**src/odosp_pkg.sv**
```systemverilog
`default_nettype none
package odosp_pkg;

	localparam int PERIOD_BITS = 16;

	localparam int TV_W      = 8;
	localparam int PPU_W     = 10;
	localparam int DIST_W    = 20;
	localparam int SPK_W     = 16;
	localparam int CNT8_W    = 8;
	localparam int SPEED_W   = 8;
	localparam int CFG_IDX_W = 8;
	localparam int CFG_W     = 20;
	localparam int IN_W      = 8;
	localparam int OUT_W     = 56;
	localparam int DIST_DIGITS  = 6;
	localparam int SPEED_DIGITS = 3;

	localparam int DIV_STEPS = SPK_W;
	localparam int BCD_STEPS = DIST_W;
	localparam int CNT_W     = 5;

	localparam logic [DIST_W-1:0]  DIST_MAX       = 20'd999999;
	localparam logic [PPU_W-1:0]   PPU_RESET      = 10'd740;
	localparam logic [DIST_W-1:0]  LIMIT_RESET    = 20'h927C0;
	localparam logic [SPK_W-1:0]   SPK_RESET      = 16'd18998;
	localparam logic [DIST_W-1:0]  START_RESET    = 20'd599984;
	localparam logic [CNT8_W-1:0]  PHASE_RESET    = 8'd250;
	localparam logic [CNT8_W-1:0]  OVF_MAX        = 8'd255;
	localparam logic [SPEED_W-1:0] SPEED_MAX      = 8'd255;

	localparam logic [CFG_IDX_W-1:0] REG_PPU   = 8'd0;
	localparam logic [CFG_IDX_W-1:0] REG_LIMIT = 8'd1;
	localparam logic [CFG_IDX_W-1:0] REG_SPK   = 8'd2;
	localparam logic [CFG_IDX_W-1:0] REG_START = 8'd3;

	localparam logic CMD_OVERFLOW = 1'b0;
	localparam logic CMD_PULSE    = 1'b1;

	typedef struct packed {
		logic capture;
		logic update;
		logic div_step;
		logic bcd_init;
		logic bcd_step;
		logic out_load;
	} odosp_cmd_t;

	function automatic logic [3:0] bcd_adj(input logic [3:0] d);
		logic [3:0] r;
		r = (d >= 4'd5) ? d + 4'd3 : d;
		return r;
	endfunction

endpackage
`default_nettype wire

```
**src/odosp_ctrl.sv**
```systemverilog
`default_nettype none
module odosp_ctrl
	import odosp_pkg::*;
(
	input  wire logic       clk,
	input  wire logic       arst_n,
	input  wire logic       s_tvalid,
	output logic            s_tready,
	output logic            m_tvalid,
	input  wire logic       m_tready,
	output odosp_cmd_t      cmd
);

	typedef enum logic [4:0] {
		S_IDLE = 5'b00001,
		S_UPD  = 5'b00010,
		S_DIV  = 5'b00100,
		S_BCD  = 5'b01000,
		S_DONE = 5'b10000
	} state_t;

	state_t           state_q, state_d;
	logic [CNT_W-1:0] cnt_q, cnt_d;
	logic             out_valid_q;
	logic             slot_free;

	assign s_tready  = (state_q == S_IDLE);
	assign m_tvalid  = out_valid_q;
	assign slot_free = !out_valid_q || m_tready;

	always_comb begin
		state_d = state_q;
		cnt_d   = cnt_q;
		cmd     = '0;
		case (state_q)
			S_IDLE: begin
				if (s_tvalid) begin
					cmd.capture = 1'b1;
					state_d     = S_UPD;
				end
			end
			S_UPD: begin
				cmd.update = 1'b1;
				cnt_d      = '0;
				state_d    = S_DIV;
			end
			S_DIV: begin
				cmd.div_step = 1'b1;
				cnt_d        = cnt_q + 1'b1;
				if (cnt_q == CNT_W'(DIV_STEPS - 1)) begin
					cnt_d   = '0;
					state_d = S_BCD;
				end
			end
			S_BCD: begin
				cmd.bcd_init = (cnt_q == '0);
				cmd.bcd_step = (cnt_q != '0);
				cnt_d        = cnt_q + 1'b1;
				if (cnt_q == CNT_W'(BCD_STEPS)) begin
					cnt_d   = '0;
					state_d = S_DONE;
				end
			end
			S_DONE: begin
				if (slot_free) begin
					cmd.out_load = 1'b1;
					state_d      = S_IDLE;
				end
			end
			default: begin
				state_d = S_IDLE;
			end
		endcase
	end

	always_ff @(posedge clk or negedge arst_n) begin
		if (!arst_n) begin
			state_q     <= S_IDLE;
			cnt_q       <= '0;
			out_valid_q <= 1'b0;
		end else begin
			state_q <= state_d;
			cnt_q   <= cnt_d;
			if (cmd.out_load) begin
				out_valid_q <= 1'b1;
			end else if (m_tready) begin
				out_valid_q <= 1'b0;
			end
		end
	end

endmodule
`default_nettype wire

```
**src/odosp_dp.sv**
```systemverilog
`default_nettype none
module odosp_dp
	import odosp_pkg::*;
(
	input  wire logic                 clk,
	input  wire logic                 arst_n,
	input  wire odosp_cmd_t           cmd,
	input  wire logic                 in_cmd,
	input  wire logic [IN_W-1:0]      in_timer,
	input  wire logic                 cfg_we,
	input  wire logic [CFG_IDX_W-1:0] cfg_index,
	input  wire logic [CFG_W-1:0]     cfg_data,
	output logic [OUT_W-1:0]          out_data
);

	localparam int PW = PERIOD_BITS;
	localparam int CW = (PW > 17) ? PW : 17;
	localparam logic [PW-1:0] PMAX = '1;

	logic [PPU_W-1:0]   ppu_q;
	logic [DIST_W-1:0]  limit_q;
	logic [SPK_W-1:0]   spk_q;

	logic [PPU_W-1:0]   pre_q;
	logic [DIST_W-1:0]  dist_q;
	logic [CNT8_W-1:0]  phase_q;
	logic [CNT8_W-1:0]  ovf_q;
	logic [TV_W-1:0]    tstart_q;
	logic [PW-1:0]      period_q;
	logic               meas_q;
	logic               limit_hit_q;

	logic               cmd_q;
	logic [TV_W-1:0]    tv_q;

	logic [PW-1:0]      rem_q;
	logic [SPK_W-1:0]   quo_q;

	logic [DIST_W-1:0]  dbin_q;
	logic [DIST_W-1:0]  sbin_q;
	logic [4*DIST_DIGITS-1:0]  dbcd_q;
	logic [4*SPEED_DIGITS-1:0] sbcd_q;

	logic [OUT_W-1:0]   out_q;

	logic [PPU_W-1:0]   pre_inc;
	logic [DIST_W-1:0]  dist_inc;
	logic [DIST_W-1:0]  dist_sat;
	logic [CNT8_W-1:0]  phase_inc;
	logic [17:0]        pdiff;
	logic [PW:0]        shifted;
	logic               fits;
	logic [SPEED_W-1:0] speed;
	logic [DIST_W-1:0]  cfg_dist_sat;
	logic [4*DIST_DIGITS-1:0]  dbcd_adj;
	logic [4*SPEED_DIGITS-1:0] sbcd_adj;

	assign pre_inc      = pre_q + 1'b1;
	assign dist_inc     = dist_q + 1'b1;
	assign dist_sat     = (dist_inc > DIST_MAX) ? DIST_MAX : dist_inc;
	assign phase_inc    = phase_q + 1'b1;
	assign pdiff        = {2'b0, ovf_q, tv_q} - {10'b0, tstart_q};
	assign shifted      = {rem_q, quo_q[SPK_W-1]};
	assign fits         = shifted >= {1'b0, period_q};
	assign cfg_dist_sat = (cfg_data > DIST_MAX) ? DIST_MAX : cfg_data;

	always_comb begin
		if (period_q == '0) begin
			speed = '0;
		end else if (quo_q > SPK_W'(SPEED_MAX)) begin
			speed = SPEED_MAX;
		end else begin
			speed = quo_q[SPEED_W-1:0];
		end
	end

	always_comb begin
		for (int i = 0; i < DIST_DIGITS; i++) begin
			dbcd_adj[4*i +: 4] = bcd_adj(dbcd_q[4*i +: 4]);
		end
		for (int i = 0; i < SPEED_DIGITS; i++) begin
			sbcd_adj[4*i +: 4] = bcd_adj(sbcd_q[4*i +: 4]);
		end
	end

	// config and odometer state
	always_ff @(posedge clk or negedge arst_n) begin
		if (!arst_n) begin
			ppu_q       <= PPU_RESET;
			limit_q     <= LIMIT_RESET;
			spk_q       <= SPK_RESET;
			pre_q       <= '0;
			dist_q      <= START_RESET;
			phase_q     <= PHASE_RESET;
			ovf_q       <= '0;
			tstart_q    <= '0;
			period_q    <= '0;
			meas_q      <= 1'b0;
			limit_hit_q <= 1'b0;
		end else begin
			if (cfg_we) begin
				case (cfg_index)
					REG_PPU:   ppu_q   <= cfg_data[PPU_W-1:0];
					REG_LIMIT: limit_q <= cfg_data[DIST_W-1:0];
					REG_SPK:   spk_q   <= cfg_data[SPK_W-1:0];
					REG_START: dist_q  <= cfg_dist_sat;
					default: ;
				endcase
			end
			if (cmd.update) begin
				if (cmd_q == CMD_OVERFLOW) begin
					if (meas_q && ovf_q != OVF_MAX) begin
						ovf_q <= ovf_q + 1'b1;
					end
				end else if (!limit_hit_q) begin
					if (pre_inc >= ppu_q) begin
						pre_q  <= '0;
						dist_q <= dist_sat;
						if (dist_sat >= limit_q) begin
							limit_hit_q <= 1'b1;
						end
					end else begin
						pre_q <= pre_inc;
					end
					phase_q <= phase_inc;
					if (phase_inc == '0) begin
						ovf_q    <= '0;
						tstart_q <= tv_q;
						meas_q   <= 1'b1;
					end else if (phase_inc == CNT8_W'(1) && meas_q) begin
						meas_q <= 1'b0;
						if (pdiff[17]) begin
							period_q <= '0;
						end else if (CW'(pdiff[16:0]) > CW'(PMAX)) begin
							period_q <= PMAX;
						end else begin
							period_q <= PW'(pdiff[16:0]);
						end
					end
				end
			end
		end
	end

	// input capture, divider, binary to bcd, output register
	always_ff @(posedge clk) begin
		if (cmd.capture) begin
			cmd_q <= in_cmd;
			tv_q  <= in_timer;
		end
		if (cmd.update) begin
			rem_q <= '0;
			quo_q <= spk_q;
		end else if (cmd.div_step) begin
			rem_q <= fits ? PW'(shifted - {1'b0, period_q}) : shifted[PW-1:0];
			quo_q <= {quo_q[SPK_W-2:0], fits};
		end
		if (cmd.bcd_init) begin
			dbin_q <= dist_q;
			sbin_q <= {{(DIST_W-SPEED_W){1'b0}}, speed};
			dbcd_q <= '0;
			sbcd_q <= '0;
		end else if (cmd.bcd_step) begin
			dbcd_q <= {dbcd_adj[4*DIST_DIGITS-2:0], dbin_q[DIST_W-1]};
			sbcd_q <= {sbcd_adj[4*SPEED_DIGITS-2:0], sbin_q[DIST_W-1]};
			dbin_q <= {dbin_q[DIST_W-2:0], 1'b0};
			sbin_q <= {sbin_q[DIST_W-2:0], 1'b0};
		end
		if (cmd.out_load) begin
			out_q <= {1'b0, limit_hit_q, sbcd_q[3:0], sbcd_q[7:4], sbcd_q[9:8],
				dbcd_q[3:0], dbcd_q[7:4], dbcd_q[11:8], dbcd_q[15:12],
				dbcd_q[19:16], dbcd_q[23:20], dist_q};
		end
	end

	assign out_data = out_q;

endmodule
`default_nettype wire

```
**src/odometer_speedometer_top.sv**
```systemverilog
// an accepted request runs the update, divide and bcd states, then done,
// which waits while the output is stalled; requests are taken one at a time
// divide runs a 16-step restoring divider, bcd a 20-step bcd shifter
// reset: asynchronous active low; config and odometer state return to their defaults
// output register holds a result until taken while the next request is accepted
`default_nettype none
module odometer_speedometer_top
	import odosp_pkg::*;
(
	input  wire logic                 clk,
	input  wire logic                 arst_n,
	input  wire logic                 s_tvalid,
	output logic                      s_tready,
	input  wire logic [IN_W-1:0]      s_tdata,   // timer_value
	input  wire logic                 s_tuser,   // cmd
	output logic                      m_tvalid,
	input  wire logic                 m_tready,
	// distance, dist_d5, dist_d4, dist_d3, dist_d2, dist_d1, dist_d0,
	// speed_d2, speed_d1, speed_d0, limit_flag, zero pad
	output logic [OUT_W-1:0]          m_tdata,
	input  wire logic                 cfg_valid,
	output logic                      cfg_ready,
	input  wire logic [CFG_IDX_W-1:0] cfg_index,
	input  wire logic [CFG_W-1:0]     cfg_data
);

	odosp_cmd_t cmd;

	assign cfg_ready = 1'b1;

	odosp_ctrl u_ctrl (
		.clk      (clk),
		.arst_n   (arst_n),
		.s_tvalid (s_tvalid),
		.s_tready (s_tready),
		.m_tvalid (m_tvalid),
		.m_tready (m_tready),
		.cmd      (cmd)
	);

	odosp_dp u_dp (
		.clk       (clk),
		.arst_n    (arst_n),
		.cmd       (cmd),
		.in_cmd    (s_tuser),
		.in_timer  (s_tdata),
		.cfg_we    (cfg_valid && cfg_ready),
		.cfg_index (cfg_index),
		.cfg_data  (cfg_data),
		.out_data  (m_tdata)
	);

endmodule
`default_nettype wire

```
**config.mk**
```make
export PLATFORM = sky130hd
export DESIGN_NAME = odometer_speedometer_top
export DESIGN_NICKNAME = d
export VERILOG_FILES = /design/src/odosp_pkg.sv /design/src/odosp_ctrl.sv /design/src/odosp_dp.sv /design/src/odometer_speedometer_top.sv
export SDC_FILE = /design/constraint.sdc
export NUM_CORES = 1
export LEC_CHECK = 0
export BUFFER_PORTS_ARGS = -buffer_cell sky130_fd_sc_hd__clkbuf_2
export CORE_AREA = 5 5 235 237
export DETAILED_ROUTE_END_ITERATION = 7
export DIE_AREA = 0 0 240 242
export HOLD_SLACK_MARGIN = 0.1
export PLACE_DENSITY = 0.43
export RECOVER_POWER = 50
export REMOVE_ABC_BUFFERS = 1
export SETUP_SLACK_MARGIN = 0.05
export SLEW_MARGIN = 5
export SYNTH_ARGS = -nofsm -noshare
export SYNTH_HDL_FRONTEND = slang
export SYNTH_HIERARCHICAL = 1
export SYNTH_SLANG_ARGS = --single-unit
```
**constraint.sdc**
```tcl
create_clock -name clk -period 4.5 [get_ports clk]
set_input_delay 0.9 -clock clk [delete_from_list [all_inputs] [get_ports clk]]
set_output_delay 0.9 -clock clk [all_outputs]
set_load 0.01 [all_outputs]
```
-- After elaboration in Yosys (flattened, before gate mapping)
Index checks and enable logic that the tools add are counted.
- memory bits (writable): 0
- ROM bits: 0
- flip-flop bits (word level): 301
- latch bits: 0
- bits of input ports: 42
- logic and storage cells: 156
- memories: 0
- reduce and logical (&&, ||, !) cells: 25
- shifts and indexed selects: 0
- bitwise logic cells: 2
- eq/ne operators: 18
- muxes and demuxes: 55
- div/mod/pow operators: 0
- multipliers: 0
- add/sub/neg operators: 16
- magnitude comparators: 16
- operators with widths (operator ; number):
    20-bit 2-to-1 mux ; 10
    16-bit 2-to-1 mux ; 5
    8-bit 2-to-1 mux ; 8
    20-bit greater-than comparator, second input constant ; 2
    4-bit by 3-bit >= comparator with 1-bit output, second input constant ; 9
    5-bit 2-to-1 mux ; 6
    4-bit by 2-bit adder with 4-bit output, second input constant ; 7
    4-bit 2-to-1 mux ; 7
    5-bit one-hot mux with 5 select lines ; 1
    20-bit by 1-bit adder with 20-bit output, second input constant ; 1
    20-bit >= comparator ; 1
    17-bit by 16-bit >= comparator with 1-bit output ; 1
    17-bit by 16-bit greater-than comparator with 1-bit output, second input constant ; 1
    16-bit by 8-bit subtractor with 17-bit output ; 1
    8-bit by 1-bit adder with 8-bit output, second input constant ; 2
    8-bit by 1-bit == test with 1-bit output, second input constant ; 2
    8-bit by 2-bit == test with 1-bit output, second input constant ; 2
    16-bit by 8-bit greater-than comparator with 1-bit output, second input constant ; 1
    16-bit zero test ; 1
    8-bit zero test ; 2
    4-bit AND reduction ; 4
    16-bit subtractor ; 1
    5-bit one-hot mux with 3 select lines ; 1
    1-bit 2-to-1 mux ; 13
    26 further kinds ; 43

-- Logic depth before layout (Yosys ltp)
Gate-level depths: netlist of run 1.
- word-level depth: 8
- mapped depth: 17
- gate-level depth less buffers: 15

-- Cells and area by module
Netlist of run 1, hierarchy kept.
- by module, submodules not included (module ; area each (um^2) ; cells each ; instances):
    odosp_dp ; 14893.0 ; 1434 ; 1
    odosp_ctrl ; 696.9 ; 71 ; 1
    odometer_speedometer_top ; 11.3 ; 2 ; 1

-- Worst setup path before layout of run 1
Ideal clock, no wire load.
- path type: input port to flip-flop
- start: in m_tready
- end: reg u_dp.out_q[0] (netlist: u_dp/out_data[0]) (enable)
- slack: 770 ps
- data arrival time: 3261 ps
- data required time: 4031 ps
- buffers on the path: 0
- cell stages on the path: 2
- cells stage by stage: nor2b_1 nor2_1
- RTL lines (item ; line ; source):
    start, declared ; odometer_speedometer_top.sv:17 ; input wire logic m_tready,
    end signal, assigned ; odosp_dp.sv:170 ; out_q <= {1'b0, limit_hit_q, sbcd_q[3:0], sbcd_q[7:4], sbcd_q[9:8],
    end, declared ; odosp_dp.sv:44 ; logic [OUT_W-1:0] out_q;

-- Worst setup path after layout of run 1
- start: reg u_dp.dist_q[1]
- end: reg u_dp.limit_hit_q
- word-level cells in the longest chain between the ends: 7
- ends and longest elaborated chain (item ; line ; source):
    start, declared ; odosp_dp.sv:25 ; logic [DIST_W-1:0] dist_q;
    start signal, assigned ; odosp_dp.sv:106 ; REG_START: dist_q <= cfg_dist_sat;
    start signal, assigned ; odosp_dp.sv:118 ; dist_q <= dist_sat;
    20-bit by 1-bit adder with 20-bit output * ; odosp_dp.sv:59 ; assign dist_inc = dist_q + 1'b1;
    20-bit greater-than comparator ; odosp_dp.sv:60 ; assign dist_sat = (dist_inc > DIST_MAX) ? DIST_MAX : dist_inc;
    20-bit 2-to-1 mux * ; odosp_dp.sv:60 ;
    20-bit >= comparator * ; odosp_dp.sv:119 ; if (dist_sat >= limit_q) begin
    1-bit 2-to-1 mux * ; odosp_dp.sv:119 ;
    1-bit 2-to-1 mux * ; odosp_dp.sv:116 ; if (pre_inc >= ppu_q) begin
    1-bit 2-to-1 mux * ; odosp_dp.sv:115 ; end else if (!limit_hit_q) begin
    end signal, assigned ; odosp_dp.sv:99 ; limit_hit_q <= 1'b0;
    end signal, assigned ; odosp_dp.sv:120 ; limit_hit_q <= 1'b1;
    end, declared ; odosp_dp.sv:31 ; logic limit_hit_q;
Every way passes the cells marked *; elsewhere a longest branch is shown, timed or not.
A chain may end at the register's enable or synchronous reset.

==> results of run 1 <==
[worst max path at each step]
stage | endpoint | start | slack [ps] | cells after the start
finish | u_dp/limit_hit_q$_DFFE_PN0P_ | u_dp/dist_q[1]$_DFF_PN0_ | 720 | 15
global route | u_dp/limit_hit_q$_DFFE_PN0P_ | u_dp/dist_q[1]$_DFF_PN0_ | 390 | 15
CTS | u_dp/limit_hit_q$_DFFE_PN0P_ | u_dp/dist_q[1]$_DFF_PN0_ | 780 | 15
detailed placement | u_dp/limit_hit_q$_DFFE_PN0P_ | u_dp/dist_q[1]$_DFF_PN0_ | 820 | 13
global placement | u_dp/limit_hit_q$_DFFE_PN0P_ | u_dp/dist_q[1]$_DFF_PN0_ | 910 | 15
floorplan | u_dp/dbcd_q[12]$_SDFFE_PP0P_ | u_ctrl/state_q[2]$_DFFE_PN0P_ | 100 | 7
[state kept, by name, indices dropped and copies added, names as in the netlist, 10 cells and up]
name	count
u_dp/sbin_q	20
u_dp/limit_q	20
u_dp/spk_q	16
u_dp/rem_q	16
u_dp/quo_q	16
u_dp/pre_q	10
u_dp/dist_q	20
u_dp/dbin_q	20
u_dp/sbcd_q	12
u_dp/dbcd_q	24
u_dp/ppu_q	10
u_dp/out_data	55
u_dp/period_q	16
[Yosys cell counts, types with 9 or more instances]
master    instances
a211oi_1         14
a21o_1           14
a21oi_1          73
a31oi_1          10
and2_1            9
and3_1           16
clkbuf_1         41
dfrtp_1          93
dfstp_2          36
dfxtp_1          64
edfxtp_1        108
ha_1             83
inv_1           109
mux2_2           73
mux2i_1          36
nand2_1         126
nand2b_1         25
nand3_1          38
nand4_1          16
nor2_1          141
nor2b_1          10
nor3_1           27
o21ai_0         101
o31ai_1          12
xnor2_1          43
xor2_1           23
[tightest hold or removal path, delay by kind of cell, from the launching register on]
kind            cells  cell delay (ps)
compound gates      1               50
simple gates        1               50
flops               1              310
[cells by family after synthesis]
family	share of synthesized area
AND/OR/NAND/NOR	0.146
AO/OA/AOI/OAI	0.126
flip-flops	0.500
buffers and inverters	0.0452
multiplexers	0.0758
adder cells (fa/ha/maj)	0.0691
XOR/XNOR	0.0371
other	0.000481
[layer usage]
layer,vias to the layer above,global-route usage
met5,-,0
met4,0,0.0374
met3,49,0.0213
met2,134,0.204
met1,5268,0.172
li1,5529,-
[power groups by stage]
stage	clock (mW)	sequential [mW]	combinational, mW
final	2.99	3.25	1.95
after CTS	3.12	3.25	2.00
after detailed placement	0	3.31	1.98
after floorplan	0	3.24	1.49
after global routing	3.22	3.28	2.22
after global placement	0	3.30	1.96
[final cells by class]
cell class	count	area, sq um	area share
multi-input combinational	1034	7090	0.395
clock buffer	50	1070	0.0594
tap	696	871	0.0485
clock inverter	19	160	0.00892
timing repair buffer	117	563	0.0314
inverter	109	409	0.0228
sequential	301	7800	0.434
[cell usage in the layout, fill, tap and decap left out, drive strengths merged, types with 10 or more instances in the layout]
cell type  instances
nand4             17
o31ai             12
buf               16
ha                83
dfrtp             93
mux2i             36
a21o              14
a21oi             73
o21ai            106
inv              111
dfstp             36
nor2b             11
clkinv            12
nor2             146
xnor2             43
dfxtp             64
and3              17
nand3             39
mux2              73
clkbuf           151
a211oi            15
xor2              23
nor3              28
a31oi             11
edfxtp           108
and2              10
nand2            127
nand2b            25
[metrics by stage]
step | util | area [sq um] | setup slack (ps) | instances
5_1_grt | 0.338 | 18000 | 390 | 2326
3_5_place_dp | 0.317 | 16800 | 820 | 2257
3_3_place_gp | 0.317 | 16800 | 907 | 2257
6_report | 0.338 | 18000 | 724 | 2326
2_1_floorplan | - | 15300 | 96.6 | 1444
4_1_cts | 0.341 | 18100 | 780 | 2326
==> reports/metrics.yaml, run 1 <==
outcome: "finished, violations left"
violations: "max-capacitance violations, max-slew violations"
p_sw_mw: 2.51
cpLargestDelayFamily: "compound AO/OA/AOI/OAI gates"
cp_num_buf_inv: 0
finalHoldViolCount: 0
ys_seq_elements: 301
cts.sinks: 301
holdWs_ps: 457
relSlewSlack: -0.622
hold_start: "u_dp/sbcd_q[11]$_SDFFE_PP0P_"
setup_violations: 0
die_x_um: 240
hp-class: "reg2reg"
power_mw: 8.19
holdPathEnd: "u_dp/sbcd_q[11]$_SDFFE_PP0P_"
die-height_um: 242
hold_depth: 2
syn_area_per_cell_sq_um: 10.4
powerDensity_mw_per_mm2: 456
r2r_start: "u_dp/dist_q[1]$_DFF_PN0_"
slowest_stage: "dfrtp_1"
final.setup.tns_ps: 0
drtAntennaViolNets: 0
track_usage: 0.126
antenna_found_initial: 0
core_area_sq_mm: 0.0531
wl_per_cell_um: 15.8
synth.area.top_cells: "edfxtp_1 21%, dfrtp_1 15%, dfxtp_1 8.2%, ha_1 6.7%, dfstp_2 6.1%"
ios: 101
r2r_cells: 15
postCtsHoldBufs: 0
place_congestion: 0.788
ys_async_sr_fraction: 0.429
cts_resized: 0
crit_arrival_ps: 4160
wl_met1_um: 17700
slew_viol_final: 116
drt_pass1_iterations: 5
worstMarginPinSlew_ps: 2430
leakagePower_nw: 7.08
initial_utilization: 0.294
vias: 11000
required_ps: 4880
areaGrowthSynthToFinish_pct: 15.1
diodes: 0
final.period_utilization: 0.839
netlist.area_leader.share: 0.208
skew_ps: 19.2
swShare: 0.307
endpoint_kind: "register"
post_cts_buffers: 0
drt_iter0_markers: 448
p_int_mw: 5.68
fp.dieArea_sq_mm: 0.0581
vias_per_cell: 4.72
clkLatencyLatePin_ps: 540
rsz0062_at_grt: "false"
ys_seq_area_frac: 0.500
nets: 1728
htree_levels: 2
slowest_delay_ps: 460
peakVddDrop_mv: 0.226
remaining_drc_errors: 0
yosys.area.top_type: "edfxtp_1"
clock_power_share: 0.365
fillers: 5360
synth_cell_types: 90
port_buffers: 98
startpoint_type: "register"
hpwl_um: 26000
power_frac_seq: 0.397
met2_length_um: 16900
cap_violations: 2
grt_pass1_vias: 11300
synth_ff_type: "edfxtp_1"
grt_pass1_wl_um: 60200
rrSetupSlack_ps: 720
power_frac_comb: 0.239
yosysWarnings: 6
rows: 85
critical_path_class: "reg2reg"
synth-edff-count: 108
final_layout_size_suffix_gt1_frac: 0.151
numCtsBuffers: 38
period_minus_slack_ps: 3780
fmax_mhz: 265
syn_inst: 1507
cts_tree: "yes"
wl_met3_um: 1300
wirelength_um: 36700
cp_cell_sequence: "ha_1 > and4_1 > nand2_1 > o311ai_1 > o211ai_1 > o311a_1 > nor2_1 > ha_1 > nand2b_1 > a21oi_1 > nor2b_1 > o21ai_0 > a21oi_1 > o31ai_1 > a41oi_1"
grt-ovfl-total: 0
rr_endpoint: "u_dp/limit_hit_q$_DFFE_PN0P_"
cp_max_fo: 7
grt_max_degree: 94
syn_area_sq_mm: 0.0156
top_layer: "met4"
cts_buffer_depth: 3
cts-root-buf: "clkbuf_16"
path_clk_slew_ps: 60
Note: power is estimated with default switching activity, not from simulation.
==> run 2, diff against run 1 <==
Settings changed: PLACE_DENSITY 0.43 to 0.44.
Clock period 4.5 ns to 3.4 ns, I/O delays scaled along.
==> reports/metrics.yaml, run 2 (synthesized netlist as in run 1, its figures left out) <==
die_x_um: 240  # unchanged
cap_violations: 1  # -1
grt_max_degree: 60  # -36%
drt_pass1_iterations: 8  # +3
place_congestion: 0.806  # +2.3%
required_ps: 3810  # -1070 ps
largest_reg_flops: 55  # unchanged
areaGrowthSynthToFinish_pct: 19.3
wl_met1_um: 17900  # +1.6%
slew_viol_final: 60  # -48%
hpwl_um: 27100  # +4.3%
wirelength_um: 38000  # +3.7%
design_area_sq_mm: 0.0186  # +3.6%
antenna_found_initial: 0  # unchanged
vias_per_cell: 4.77  # +0.95%
leakagePower_nw: 7.41  # +4.6%
hp-class: "in2reg"
critical_path_class: "reg2reg"
core_area_sq_mm: 0.0531  # unchanged
initial_utilization: 0.294  # unchanged
period_minus_slack_ps: 3260  # -515 ps
met2_length_um: 17500  # +3.4%
cts.sinks: 301  # unchanged
outcome: "finished, violations left"
fmax_mhz: 307  # +16%
top_layer: "met4"
rows: 85  # unchanged
port_buffers: 98  # unchanged
die-height_um: 242  # unchanged
clkLatencyLatePin_ps: 550  # about the same
crit_arrival_ps: 3670  # -490 ps
startpoint_type: "register"
placed_cell_area_sq_mm: 0.0172  # +2.4%
skew_ps: 27.4  # +8.17 ps
vias: 11400  # +3.6%
nets: 1790  # +3.6%
final_layout_size_suffix_gt1_frac: 0.194  # +0.0435
violations: "max-capacitance violations, max-slew violations"
powerDensity_mw_per_mm2: 593  # +30%
htree_levels: 2  # unchanged
path_clk_slew_ps: 60  # about the same
finalHoldViolCount: 0  # unchanged
cp_max_fo: 4  # -3
relSlewSlack: -0.0341  # +0.587
endpoint_kind: "register"
remaining_drc_errors: 0  # unchanged
cts_tree: "yes"
postCtsHoldBufs: 0  # unchanged
fp.dieArea_sq_mm: 0.0581  # unchanged
wl_met3_um: 1610  # +24%
cts_buffer_depth: 3  # unchanged
setup_violations: 0  # unchanged
drt_iter0_markers: 609  # +36%
final_cell_mix: "141 x nor2_1, 123 x nand2_1, 109 x inv_1"
cts-root-buf: "clkbuf_16"
numCtsBuffers: 38  # unchanged
grt_pass1_wl_um: 61800  # +2.7%
fillers: 5379  # +0.35%
power_mw: 11.0  # +35%
wl_per_cell_um: 15.9  # +1.0%
ios: 101  # unchanged
diodes: 0  # unchanged
final_common_cell: "nor2_1"
final.period_utilization: 0.959  # +0.120
worstMarginPinSlew_ps: 1550  # -881 ps
rsz0062_at_grt: "true"
track_usage: 0.129  # +0.00347
grt-ovfl-total: 0  # unchanged
grt_pass1_vias: 11700  # +4.2%
drtAntennaViolNets: 0  # unchanged
peakVddDrop_mv: 0.299  # +32%
run 2: worst paths after layout:
path / slack [ps] / cells after the start / end / startpoint
worst min-delay path: 320 / 1 / u_dp/tv_q[7]$_DFFE_PP_ / s_tdata[7]
min in group asynchronous: 510 / 1 / u_dp/tstart_q[5]$_DFFE_PN0P_ / arst_n
worst max-delay path: 140 / 14 / u_dp/limit_hit_q$_DFFE_PN0P_ / u_dp/dist_q[0]$_DFF_PN0_
worst min register to register: 460 / 2 / u_dp/sbcd_q[11]$_SDFFE_PP0P_ / u_dp/sbcd_q[11]$_SDFFE_PP0P_
max in group asynchronous: 960 / 2 / u_ctrl/state_q[3]$_DFFE_PN0P_ / arst_n
worst max register to register: 140 / 14 / u_dp/limit_hit_q$_DFFE_PN0P_ / u_dp/dist_q[0]$_DFF_PN0_
run 2: final cells by class:
cell class                      instances  area, sq um  share of cell area
Sequential cell                       301         7800               0.419
Multi-Input combinational cell       1034         7270               0.391
Clock buffer                           58         1130              0.0606
Timing Repair Buffer                  179         1010              0.0541
Tap cell                              696          871              0.0468
Inverter                              109          409              0.0220
Clock inverter                         11          129             0.00692
run 2: per-stage QoR:
| stage | util | std cells | TNS (ps) | setup WS, ps | hold WS (ps) |
|---|---|---|---|---|---|
| after CTS | 0.349 | 2380 | 0 | 51.4 | 101 |
| after floorplan | - | 1444 | -33790 | -1000 | 384 |
| final | 0.351 | 2388 | 0 | 139 | 316 |
| after global routing | 0.351 | 2388 | -55.8 | -55.8 | 290 |
| after global placement | 0.325 | 2310 | 0 | 109 | 441 |
| after detailed placement | 0.325 | 2310 | -29.1 | -29.1 | 456 |
run 2: worst max-delay path, cell delays in order, from the launching register on:
cell and delay [ps]:
dfrtp_1 410, clkbuf_1 170, nand3_1 220, nor3_4 220, nand3b_1 190, a211oi_4 330
o311a_4 280, buf_6 110, nor2_1 40, ha_1 190, or4_4 510, o211ai_1 180
nor2_1 70, o31ai_1 60, a41oi_1 140
run 2: layer usage:
layer  GRT usage  vias to the layer above
met2       0.211                      204
met3      0.0222                       60
met1       0.174                     5457
li1            -                     5659
met4      0.0434                        0
met5           0                        -
run 2: what timing repair did:
action,in CTS,in global routing
pin swaps,4,19
gates resized for setup,6,39
buffers inserted,1,8
setup endpoints to repair,1,10
run 2: power by group:
group / switching [mW] / internal [mW] / total [mW] / leakage [nW]
logic: 1.57 / 1.17 / 2.73 / 3.71
clock network: 1.57 / 2.44 / 4.01 / 0.606
registers: 0.227 / 4.06 / 4.29 / 3.09
total: 3.36 / 7.68 / 11.0 / 7.41
